==> config.mk <==
export PLATFORM = sky130hd
export DESIGN_NAME = connection_retransmit_timewait_timer
export DESIGN_NICKNAME = d
export VERILOG_FILES = /design/src/design/crtt_pkg.sv /design/src/design/crtt_cfg.sv /design/src/design/crtt_core.sv /design/src/design/connection_retransmit_timewait_timer.sv
export SDC_FILE = /design/constraint.sdc
export NUM_CORES = 2
export LEC_CHECK = 0
export ABC_AREA = 1
export BUFFER_PORTS_ARGS = -buffer_cell sky130_fd_sc_hd__buf_2
export CORE_ASPECT_RATIO = 1.4
export CORE_MARGIN = 2
export CORE_UTILIZATION = 35
export DETAILED_ROUTE_END_ITERATION = 16
export GPL_ROUTABILITY_DRIVEN = 0
export PLACE_DENSITY = 0.53
export SLEW_MARGIN = 20
export SYNTH_ARGS = -nofsm -noshare
export SYNTH_HDL_FRONTEND = slang
export SYNTH_HIERARCHICAL = 1
export SYNTH_SLANG_ARGS = --single-unit
==> constraint.sdc <==
create_clock -name i_clk -period 13.1 [get_ports i_clk]
set_clock_uncertainty 0.1 [all_clocks]
set_input_delay 3.275 -clock i_clk [delete_from_list [all_inputs] [get_ports i_clk]]
set_output_delay 3.275 -clock i_clk [all_outputs]
set_load 0.03 [all_outputs]
==> src/design/crtt_pkg.sv <==
// Shared types and constants of the connection retransmit / time-wait timer.
// No dependencies.
package crtt_pkg;

    typedef enum logic [1:0] {
        CMD_TICK         = 2'd0,
        CMD_START_REXMT  = 2'd1,
        CMD_START_TW     = 2'd2,
        CMD_CANCEL_REXMT = 2'd3
    } t_cmd;

    typedef enum logic [1:0] {
        REG_REXMT_SECONDS = 2'd0,
        REG_RETRY_LIMIT   = 2'd1,
        REG_TW_SECONDS    = 2'd2,
        REG_TICKS_PER_SEC = 2'd3
    } t_reg_idx;

    localparam logic [7:0]  RST_REXMT_SECONDS = 8'd3;
    localparam logic [7:0]  RST_RETRY_LIMIT   = 8'd3;
    localparam logic [15:0] RST_TW_SECONDS    = 16'd60;
    localparam logic [15:0] RST_TICKS_PER_SEC = 16'd100;
    localparam logic [7:0]  RETRY_MAX         = 8'hFF;

    typedef struct packed {
        logic [23:0] rexmt_limit;
        logic [31:0] tw_limit;
        logic [7:0]  retry_limit;
    } t_limits;

    typedef struct packed {
        logic        reschedule;
        logic        retransmit;
        logic [63:0] resend_seq;
        logic        timed_out;
        logic [7:0]  retry_count;
    } t_result;

endpackage

==> src/design/crtt_cfg.sv <==
// Configuration registers and registered timeout limits (seconds x tick rate).
// Depends on crtt_pkg.
module crtt_cfg (
    input  logic                i_clk,
    input  logic                i_rst_n,
    input  logic                i_cfg_we,
    input  logic [1:0]          i_cfg_idx,
    input  logic [15:0]         i_cfg_wdata,
    output crtt_pkg::t_limits   o_limits
);

    logic [7:0]  r_rexmt_seconds;
    logic [7:0]  r_retry_limit;
    logic [15:0] r_tw_seconds;
    logic [15:0] r_ticks_per_sec;
    crtt_pkg::t_limits r_limits;
    crtt_pkg::t_limits n_limits;

    always_ff @(posedge i_clk) begin
        if (!i_rst_n) begin
            r_rexmt_seconds <= crtt_pkg::RST_REXMT_SECONDS;
            r_retry_limit   <= crtt_pkg::RST_RETRY_LIMIT;
            r_tw_seconds    <= crtt_pkg::RST_TW_SECONDS;
            r_ticks_per_sec <= crtt_pkg::RST_TICKS_PER_SEC;
        end else if (i_cfg_we) begin
            case (crtt_pkg::t_reg_idx'(i_cfg_idx))
                crtt_pkg::REG_REXMT_SECONDS: r_rexmt_seconds <= i_cfg_wdata[7:0];
                crtt_pkg::REG_RETRY_LIMIT:   r_retry_limit   <= i_cfg_wdata[7:0];
                crtt_pkg::REG_TW_SECONDS:    r_tw_seconds    <= i_cfg_wdata;
                crtt_pkg::REG_TICKS_PER_SEC: r_ticks_per_sec <= i_cfg_wdata;
                default: begin
                end
            endcase
        end
    end

    always_comb begin
        n_limits.rexmt_limit = 24'(r_rexmt_seconds) * 24'(r_ticks_per_sec);
        n_limits.tw_limit    = 32'(r_tw_seconds) * 32'(r_ticks_per_sec);
        n_limits.retry_limit = r_retry_limit;
    end

    always_ff @(posedge i_clk) begin
        r_limits <= n_limits;
    end

    assign o_limits = r_limits;

endmodule

==> src/design/crtt_core.sv <==
// Timer state and per-command update logic; one command per step.
// Depends on crtt_pkg.
module crtt_core (
    input  logic                i_clk,
    input  logic                i_rst_n,
    input  logic                i_step,
    input  logic [1:0]          i_command,
    input  logic [31:0]         i_now_ticks,
    input  logic [63:0]         i_send_next,
    input  logic [63:0]         i_send_unacked,
    input  crtt_pkg::t_limits   i_limits,
    output crtt_pkg::t_result   o_result
);

    logic        r_rexmt_active, n_rexmt_active;
    logic        r_tw_active,    n_tw_active;
    logic [31:0] r_rexmt_start,  n_rexmt_start;
    logic [31:0] r_tw_start,     n_tw_start;
    logic [7:0]  r_retry_count,  n_retry_count;
    logic [63:0] r_saved_seq,    n_saved_seq;
    logic        r_soft_error,   n_soft_error;

    logic [31:0] rexmt_elapsed;
    logic [31:0] tw_elapsed;
    logic        rexmt_overdue;
    logic        tw_overdue;
    logic [63:0] seq_diff;
    logic        una_after;
    logic [7:0]  retry_inc;

    assign rexmt_elapsed = i_now_ticks - r_rexmt_start;
    assign tw_elapsed    = i_now_ticks - r_tw_start;
    assign rexmt_overdue = rexmt_elapsed > 32'(i_limits.rexmt_limit);
    assign tw_overdue    = tw_elapsed > i_limits.tw_limit;
    assign seq_diff      = i_send_unacked - r_saved_seq;
    assign una_after     = (seq_diff != 64'd0) && !seq_diff[63];
    assign retry_inc     = (r_retry_count == crtt_pkg::RETRY_MAX) ? r_retry_count
                                                                  : r_retry_count + 8'd1;

    always_comb begin
        n_rexmt_active = r_rexmt_active;
        n_tw_active    = r_tw_active;
        n_rexmt_start  = r_rexmt_start;
        n_tw_start     = r_tw_start;
        n_retry_count  = r_retry_count;
        n_saved_seq    = r_saved_seq;
        n_soft_error   = r_soft_error;
        o_result       = '0;
        case (crtt_pkg::t_cmd'(i_command))
            crtt_pkg::CMD_TICK: begin
                if (r_rexmt_active && !r_tw_active) begin
                    if (!rexmt_overdue) begin
                        o_result.reschedule = 1'b1;
                    end else if (una_after) begin
                        n_rexmt_active = 1'b0;
                        n_tw_active    = 1'b0;
                        n_saved_seq    = '0;
                    end else begin
                        n_retry_count = retry_inc;
                        if (retry_inc > i_limits.retry_limit) begin
                            n_soft_error = 1'b1;
                        end else begin
                            o_result.retransmit = 1'b1;
                            o_result.resend_seq = r_saved_seq;
                        end
                    end
                end else if (r_tw_active && !r_rexmt_active) begin
                    if (tw_overdue) begin
                        n_soft_error = 1'b1;
                    end else begin
                        o_result.reschedule = 1'b1;
                    end
                end
            end
            crtt_pkg::CMD_START_REXMT: begin
                n_rexmt_active = 1'b1;
                n_rexmt_start  = i_now_ticks;
                n_retry_count  = '0;
                n_saved_seq    = i_send_next;
            end
            crtt_pkg::CMD_START_TW: begin
                n_tw_active = 1'b1;
                n_tw_start  = i_now_ticks;
            end
            default: begin
                n_rexmt_start  = '0;
                n_retry_count  = '0;
                n_rexmt_active = 1'b0;
                n_tw_active    = 1'b0;
            end
        endcase
        o_result.timed_out   = n_soft_error;
        o_result.retry_count = n_retry_count;
    end

    always_ff @(posedge i_clk) begin
        if (!i_rst_n) begin
            r_rexmt_active <= 1'b0;
            r_tw_active    <= 1'b0;
            r_rexmt_start  <= '0;
            r_tw_start     <= '0;
            r_retry_count  <= '0;
            r_saved_seq    <= '0;
            r_soft_error   <= 1'b0;
        end else if (i_step) begin
            r_rexmt_active <= n_rexmt_active;
            r_tw_active    <= n_tw_active;
            r_rexmt_start  <= n_rexmt_start;
            r_tw_start     <= n_tw_start;
            r_retry_count  <= n_retry_count;
            r_saved_seq    <= n_saved_seq;
            r_soft_error   <= n_soft_error;
        end
    end

endmodule

==> src/design/connection_retransmit_timewait_timer.sv <==
// Top level: input beat register, timer core, result register, config block.
// Depends on crtt_pkg, crtt_cfg, crtt_core.
//
//  channel | direction | handshake                  | payload
//  --------+-----------+----------------------------+------------------------------------
//  in      | sink      | i_in_valid / o_in_ready    | command, now_ticks, send_next/unacked
//  out     | source    | o_out_valid / i_out_ready  | reschedule, retransmit, resend_seq,
//          |           |                            | timed_out, retry_count_out
//  cfg     | sink      | i_cfg_we (no wait)         | i_cfg_idx, i_cfg_wdata
//
// One beat per cycle sustained unless output stalls (input register, result register).
// The core updates its state as a beat moves from the input to the result register.
// Output stall holds both registers; o_in_ready stays high while the input register
// can drain. Synchronous active-low reset clears timer state and config to defaults.
module connection_retransmit_timewait_timer (
    input  logic        i_clk,
    input  logic        i_rst_n,
    input  logic        i_in_valid,
    output logic        o_in_ready,
    input  logic [1:0]  i_command,
    input  logic [31:0] i_now_ticks,
    input  logic [63:0] i_send_next,
    input  logic [63:0] i_send_unacked,
    output logic        o_out_valid,
    input  logic        i_out_ready,
    output logic        o_reschedule,
    output logic        o_retransmit,
    output logic [63:0] o_resend_seq,
    output logic        o_timed_out,
    output logic [7:0]  o_retry_count_out,
    input  logic        i_cfg_we,
    input  logic [1:0]  i_cfg_idx,
    input  logic [15:0] i_cfg_wdata
);

    logic              r_in_valid;
    logic [1:0]        r_command;
    logic [31:0]       r_now_ticks;
    logic [63:0]       r_send_next;
    logic [63:0]       r_send_unacked;
    logic              r_out_valid;
    crtt_pkg::t_result r_result;
    crtt_pkg::t_result core_result;
    crtt_pkg::t_limits limits;
    logic              out_free;
    logic              step;
    logic              in_take;

    assign out_free   = !r_out_valid || i_out_ready;
    assign step       = r_in_valid && out_free;
    assign o_in_ready = !r_in_valid || out_free;
    assign in_take    = i_in_valid && o_in_ready;

    crtt_cfg u_cfg (
        .i_clk       (i_clk),
        .i_rst_n     (i_rst_n),
        .i_cfg_we    (i_cfg_we),
        .i_cfg_idx   (i_cfg_idx),
        .i_cfg_wdata (i_cfg_wdata),
        .o_limits    (limits)
    );

    crtt_core u_core (
        .i_clk          (i_clk),
        .i_rst_n        (i_rst_n),
        .i_step         (step),
        .i_command      (r_command),
        .i_now_ticks    (r_now_ticks),
        .i_send_next    (r_send_next),
        .i_send_unacked (r_send_unacked),
        .i_limits       (limits),
        .o_result       (core_result)
    );

    always_ff @(posedge i_clk) begin
        if (!i_rst_n) begin
            r_in_valid  <= 1'b0;
            r_out_valid <= 1'b0;
        end else begin
            if (o_in_ready) begin
                r_in_valid <= i_in_valid;
            end
            if (out_free) begin
                r_out_valid <= r_in_valid;
            end
        end
    end

    always_ff @(posedge i_clk) begin
        if (in_take) begin
            r_command      <= i_command;
            r_now_ticks    <= i_now_ticks;
            r_send_next    <= i_send_next;
            r_send_unacked <= i_send_unacked;
        end
        if (step) begin
            r_result <= core_result;
        end
    end

    assign o_out_valid       = r_out_valid;
    assign o_reschedule      = r_result.reschedule;
    assign o_retransmit      = r_result.retransmit;
    assign o_resend_seq      = r_result.resend_seq;
    assign o_timed_out       = r_result.timed_out;
    assign o_retry_count_out = r_result.retry_count;

endmodule

After elaboration in Yosys (flattened, before gate mapping)
Cells that the tools add are included.
- input bits: 185
- output and inout bits: 77
- register bits after elaboration: 490
- word-level logic and storage cells: 104
- order comparisons: 3
- reduce and logical (&&, ||, !) cells: 28
- eq/ne operators: 9
- bitwise operators: 6
- add/subtract/negate cells: 4
- $mul: 2
- mux-type cells: 27
- operators with widths (cell ; count):
    64-bit two-way mux ; 3
    64-bit one-hot mux with 2 select lines ; 1
    65-bit two-way mux ; 1
    32-bit one-hot mux with 2 select lines ; 1
    64-bit nonzero test ; 1
    32-bit subtractor ; 2
    64-bit subtractor ; 1
    32-bit by 24-bit > comparator with 1-bit output ; 1
    32-bit > comparator ; 1
    16-bit by 16-bit multiplier with 32-bit output ; 1
    8-bit two-way mux ; 4
    8-bit by 16-bit multiplier with 24-bit output ; 1
    8-bit one-hot mux with 2 select lines ; 1
    5-bit AND reduction ; 3
    1-bit two-way mux ; 14
    2-bit AND reduction ; 6
    8-bit by 1-bit adder with 8-bit output (second input constant) ; 1
    8-bit == test (second input constant) ; 1
    8-bit > comparator ; 1
    2-bit == test (second input constant) ; 3
    2-bit by 1-bit inequality test with 1-bit output (second input constant) ; 3
    1-bit NOT ; 6
    1-bit one-hot mux with 3 select lines ; 2
    1-bit logical AND ; 5
    other kinds (8) ; 15

Longest topological paths before layout
- depth after elaboration: 8
- depth in mapped cells: 31
- gate-level depth less buffers: 30

By module
The synthesis kept the hierarchy.
- by module, submodules not included (module ; cells each ; times used ; area each (µm²) ; seq. area each (µm²)):
    crtt_core ; 3144 ; 1 ; 18011.0 ; 2782.7
    crtt_cfg ; 2294 ; 1 ; 16657.2 ; 2242.2
    connection_retransmit_timewait_timer ; 250 ; 1 ; 7211.9 ; 7156.9

Least setup slack after synthesis
No wires, ideal clock.
- path kind: input port to flip-flop
- start: in i_out_ready
- end: reg u_core.r_saved_seq[10]
- setup time: 113 ps
- stages on the path: 12
- arrival time: 8345 ps
- setup slack: 4541 ps
- data required time: 12887 ps
- path buffers: 3
- path through: inv_1 -> a21oi_1 -> clkbuf_1 -> inv_1 -> nor2_1 -> inv_1 -> a21oi_1 -> nand2_4 -> buf_12 -> buf_12 -> o21ai_1 -> nor2_1
- cells in the longest elaborated chain, start to end: 3
- RTL lines (item ; line ; RTL):
    from (decl) ; connection_retransmit_timewait_timer.sv:25 ; input logic i_out_ready,
    1-bit logical OR ; connection_retransmit_timewait_timer.sv:49 ; assign out_free = !r_out_valid || i_out_ready;
    1-bit logical AND ; connection_retransmit_timewait_timer.sv:50 ; assign step = r_in_valid && out_free;
    named net step ; connection_retransmit_timewait_timer.sv:46 ; logic step;
    5-bit AND reduction (no line) ; - ;
    to (signal assigned) ; crtt_core.sv:111 ; r_saved_seq <= n_saved_seq;
    to (decl) ; crtt_core.sv:20 ; logic [63:0] r_saved_seq, n_saved_seq;
The timed path passes the listed nets, and every way through them passes these cells.
A chain may end at the register's enable or synchronous reset.

Worst setup path after layout
- start: in i_out_ready
- end: out o_in_ready
- cells in the longest elaborated chain, start to end: 2
- RTL lines (item ; line ; RTL):
    1-bit logical OR ; connection_retransmit_timewait_timer.sv:49 ;
    1-bit logical OR ; connection_retransmit_timewait_timer.sv:51 ; assign o_in_ready = !r_in_valid || out_free;
    to (decl) ; connection_retransmit_timewait_timer.sv:19 ; output logic o_in_ready,
No other way between the ends.

==> qor.csv <==
stage,metric,value,unit
grt,grt_pass1_wl,195000,um
hold_path,hold_path.class,reg -> reg,
worst_setup_path,crit_chain,buf_2 > inv_1 > nand3_2 > buf_2,
place,port_buffers,261,
worst_setup_path,critical_path.slowest_cell,buf_2,
clock_tree,cts_resized,0,
synth,netlist_instances,5688,
worst_setup_path,endpoint_kind,output port,
route,vias,35300,
worst_setup_path,start_kind,input pin,
power,cellPowerDensity,109,mW/mm^2
clock_tree,clockRootBuffer,clkbuf_16,
worst_setup_path,path_class,in -> out,
floorplanning,dieArea,0.122,mm^2
route,drt_wl_total,126000,um
floorplanning,core-area,0.119,mm^2
sta,min_period_over_period,54.9,%
grt,grt_max_degree,69,
final_layout,areaGrowthSynthToFinish,11.4,%
synth,synth-edff-count,237,
grt,grt-ovfl-total,0,
floorplanning,die_h,413,um
synth,synth.cell_area,0.0419,mm^2
sta,fmax,139,MHz
route,drt-pass1-iter-count,6,
place,placedCellCount,7418,
grt,grt_pass1_vias,35900,
synth,synthArstFlopShare,0,%
worst_setup_path,critPathMaxStageDelay,0.20,ns
clock_tree,clk_pin_slew,0.06,ns
worst_setup_path,worstPathArrival,3.81,ns
sta,max_slew_margin,30.9,%
floorplanning,initial_core_util,35.2,%
synth,synth.yosys.seq_area_share,29.1,%
synth,ys.flop_type,dfxtp_1,
sta,setup_viol,0,
clock_tree,cts-hold-fix-buffers,0,
grt,grt_usage,20.5,%
sta,rsz0062_at_grt,false,
sta,worst_slack,5.91,ns
synth,ys_ff_latch,490,
clock_tree,cts_setup_buffers,0,
clock_tree,clockBufferDepth,3,
synth,synthesis.nets,6492,
sta,finalMaxSlewViolations,0,
floorplanning,core.rowCount,150,
synth,yosysUniqueCellTypes,51,
clock_tree,cts.sinks,490,
sta,finalCriticalPeriod,7.19,ns
clock_tree,cts_buffers,55,
sta,tns,0,ns
place,hpwlAfterDp,100000,um
route,avgRoutedWirePerCell,16.7,um
sta,hold_viol,0,
clock_tree,htreeDepth,2,
worst_setup_path,cp_max_fo,3,
synth,syn_avg_cell_area,7.36,um^2
floorplanning,io_pins,262,
worst_setup_path,cp_data_required_time,9.72,ns
clock_tree,tritoncts,yes,
synth,yosysWarnings,6,
worst_setup_path,regToRegSetupSlack,7.07,ns
grt,antenna_found_initial,3,
route,ant_nets,0,
final_layout,layout-drive-gt1-share,8.54,%
final_layout,layout.filler_cells,12600,
place,place_worst_setup_slack,5.91,ns
flow_run,maxCapViolations,0,
worst_setup_path,critPathMostFrequentCell,buf_2,
final_layout,instances_no_fill,7523,
route,via_per_inst,4.69,
outcome,status,finished clean,
power,p_leak,24.1,nW
sta,tightest_slew,1.04,ns
route,drc,0,
final_layout,fin_nets,6683,
clock_tree,clk_latency,0.68,ns
route,drt-initial-drc-count,1775,
floorplanning,die_w,296,um
power,ir_drop,0.116,mV
## through the flow
stage               hold WS, ns  area, um^2  power [mW]  utilization [%]
global placement          0.308       44700        3.44             37.5
floorplan                 0.226       41900        2.96                -
CTS                       0.302       46600        5.15             39.2
finish                    0.310       46600        5.08             39.2
detailed placement        0.305       44700        3.45             37.5
global route              0.311       46600        5.43             39.2
## worst max-delay path, delay by kind of cell
kind	cells	cell delay, ns
and+or+nand+nor	1	0.11
buffers and inverters	3	0.43
## sequential cells by signal, indices dropped and copies added (netlist names), 2 cells and up
name / count
u_cfg/r_retry_limit: 8
u_core/r_rexmt_start: 32
u_cfg/r_ticks_per_sec: 16
u_core/r_retry_count: 8
u_core/r_saved_seq: 64
u_cfg/o_limits: 64
o_retry_count_out: 8
u_cfg/r_rexmt_seconds: 8
r_now_ticks: 32
r_command: 2
r_send_next: 64
u_core/r_tw_start: 32
o_resend_seq: 64
r_send_unacked: 64
u_cfg/r_tw_seconds: 16
## synth_stat cells (2+ instances only)
library cell	count	area share [%]
o221ai_1	2	0.042
nor2_4	50	1.3
buf_12	11	0.53
a221oi_1	2	0.042
nor4_1	8	0.12
nor2_1	534	4.8
nor2_2	12	0.18
xor2_1	78	1.6
xnor2_1	30	0.63
nor3_1	17	0.20
clkbuf_1	140	1.3
o211a_1	2	0.048
a21oi_1	276	3.3
a31oi_1	4	0.060
o21ai_2	2	0.042
nor3_2	3	0.072
dfxtp_1	253	12
o21bai_1	13	0.23
a21o_1	8	0.14
nand3_1	215	2.6
and2_1	7	0.10
a211oi_1	5	0.090
o21ai_0	152	1.8
o21a_1	7	0.13
o21ai_1	67	0.80
clkinv_1	3	0.027
nand4_1	38	0.57
a21boi_0	7	0.13
nand2_1	1531	14
nand2_4	4	0.11
nand2_2	15	0.22
fa_1	281	13
ha_1	338	10
edfxtp_1	237	17
inv_1	1279	11
nand3_2	6	0.14
o2111ai_1	4	0.084
inv_2	11	0.099
a21oi_2	5	0.10
buf_2	10	0.12
nand3b_1	11	0.20
## worst paths after layout
kind | from | end | depth (start not counted)
setup / recovery | i_out_ready | o_in_ready | 4
hold / removal | u_cfg/r_retry_limit[7]$_SDFFE_PN0P_ | u_cfg/o_limits[7]$_DFF_P_ | 0
setup reg to reg | u_cfg/r_ticks_per_sec[15]$_SDFFE_PN0P_ | u_cfg/o_limits[38]$_DFF_P_ | 19
hold reg to reg | u_cfg/r_retry_limit[7]$_SDFFE_PN0P_ | u_cfg/o_limits[7]$_DFF_P_ | 0
## kinds of logic after synthesis
| kind of cell | synth area share, % |
|---|---|
| buffers and inverters | 13.6 |
| xor gates and xnor gates | 2.26 |
| adders and majority gates | 23.5 |
| DFF | 29.1 |
| and+or+nand+nor | 24.4 |
| AOI/OAI and AO/OA | 7.14 |
## area by class of cell
cell class / count / area [um^2] / area share [%]
clock buffers: 72 / 1550 / 3.33
diodes: 1 / 2.50 / 0.00537
flip-flops and latches: 490 / 12200 / 26.1
repair buffers: 299 / 1590 / 3.42
clock inverters: 32 / 409 / 0.877
well taps: 1596 / 2000 / 4.28
inverters: 1294 / 4870 / 10.4
multi-input cells: 3739 / 24000 / 51.5
## layer usage
layer	vias to the layer above	global-route usage, %	share of wire (%)
li1	17700	-	-
met1	16500	23.0	39
met2	815	39.0	52
met3	236	1.96	3.8
met4	0	9.05	4.7
met5	-	0	0
## placed cells by master (no fill, tap or decap), types with 5 or more instances in the layout
cell	synthesis	layout
a211oi_1	5	5
a21boi_0	7	7
a21o_1	8	8
a21oi_1	276	275
a21oi_2	5	5
and2_1	7	7
buf_2	10	260
buf_4	1	39
bufinv_16	0	6
clkbuf_1	140	9
clkbuf_16	0	58
clkbuf_8	0	5
clkinv_1	3	7
clkinv_2	0	9
dfxtp_1	253	253
edfxtp_1	237	237
fa_1	281	281
ha_1	338	338
inv_1	1279	1277
inv_2	11	11
nand2_1	1531	1530
nand2_2	15	15
nand3_1	215	215
nand3_2	6	6
nand3b_1	11	11
nand4_1	38	38
nor2_1	534	534
nor2_2	12	12
nor2_4	50	50
nor3_1	17	17
nor4_1	8	8
o21a_1	7	7
o21ai_0	152	152
o21ai_1	67	67
o21bai_1	13	13
xnor2_1	30	30
xor2_1	78	78
## where the power goes
part / leakage [nW] / internal [mW] / switching (mW)
logic: 18.8 / 0.558 / 1.06
registers: 4.35 / 1.73 / 0.0699
clock network: 0.949 / 0.967 / 0.698
Power figures use the tool's default switching activity.
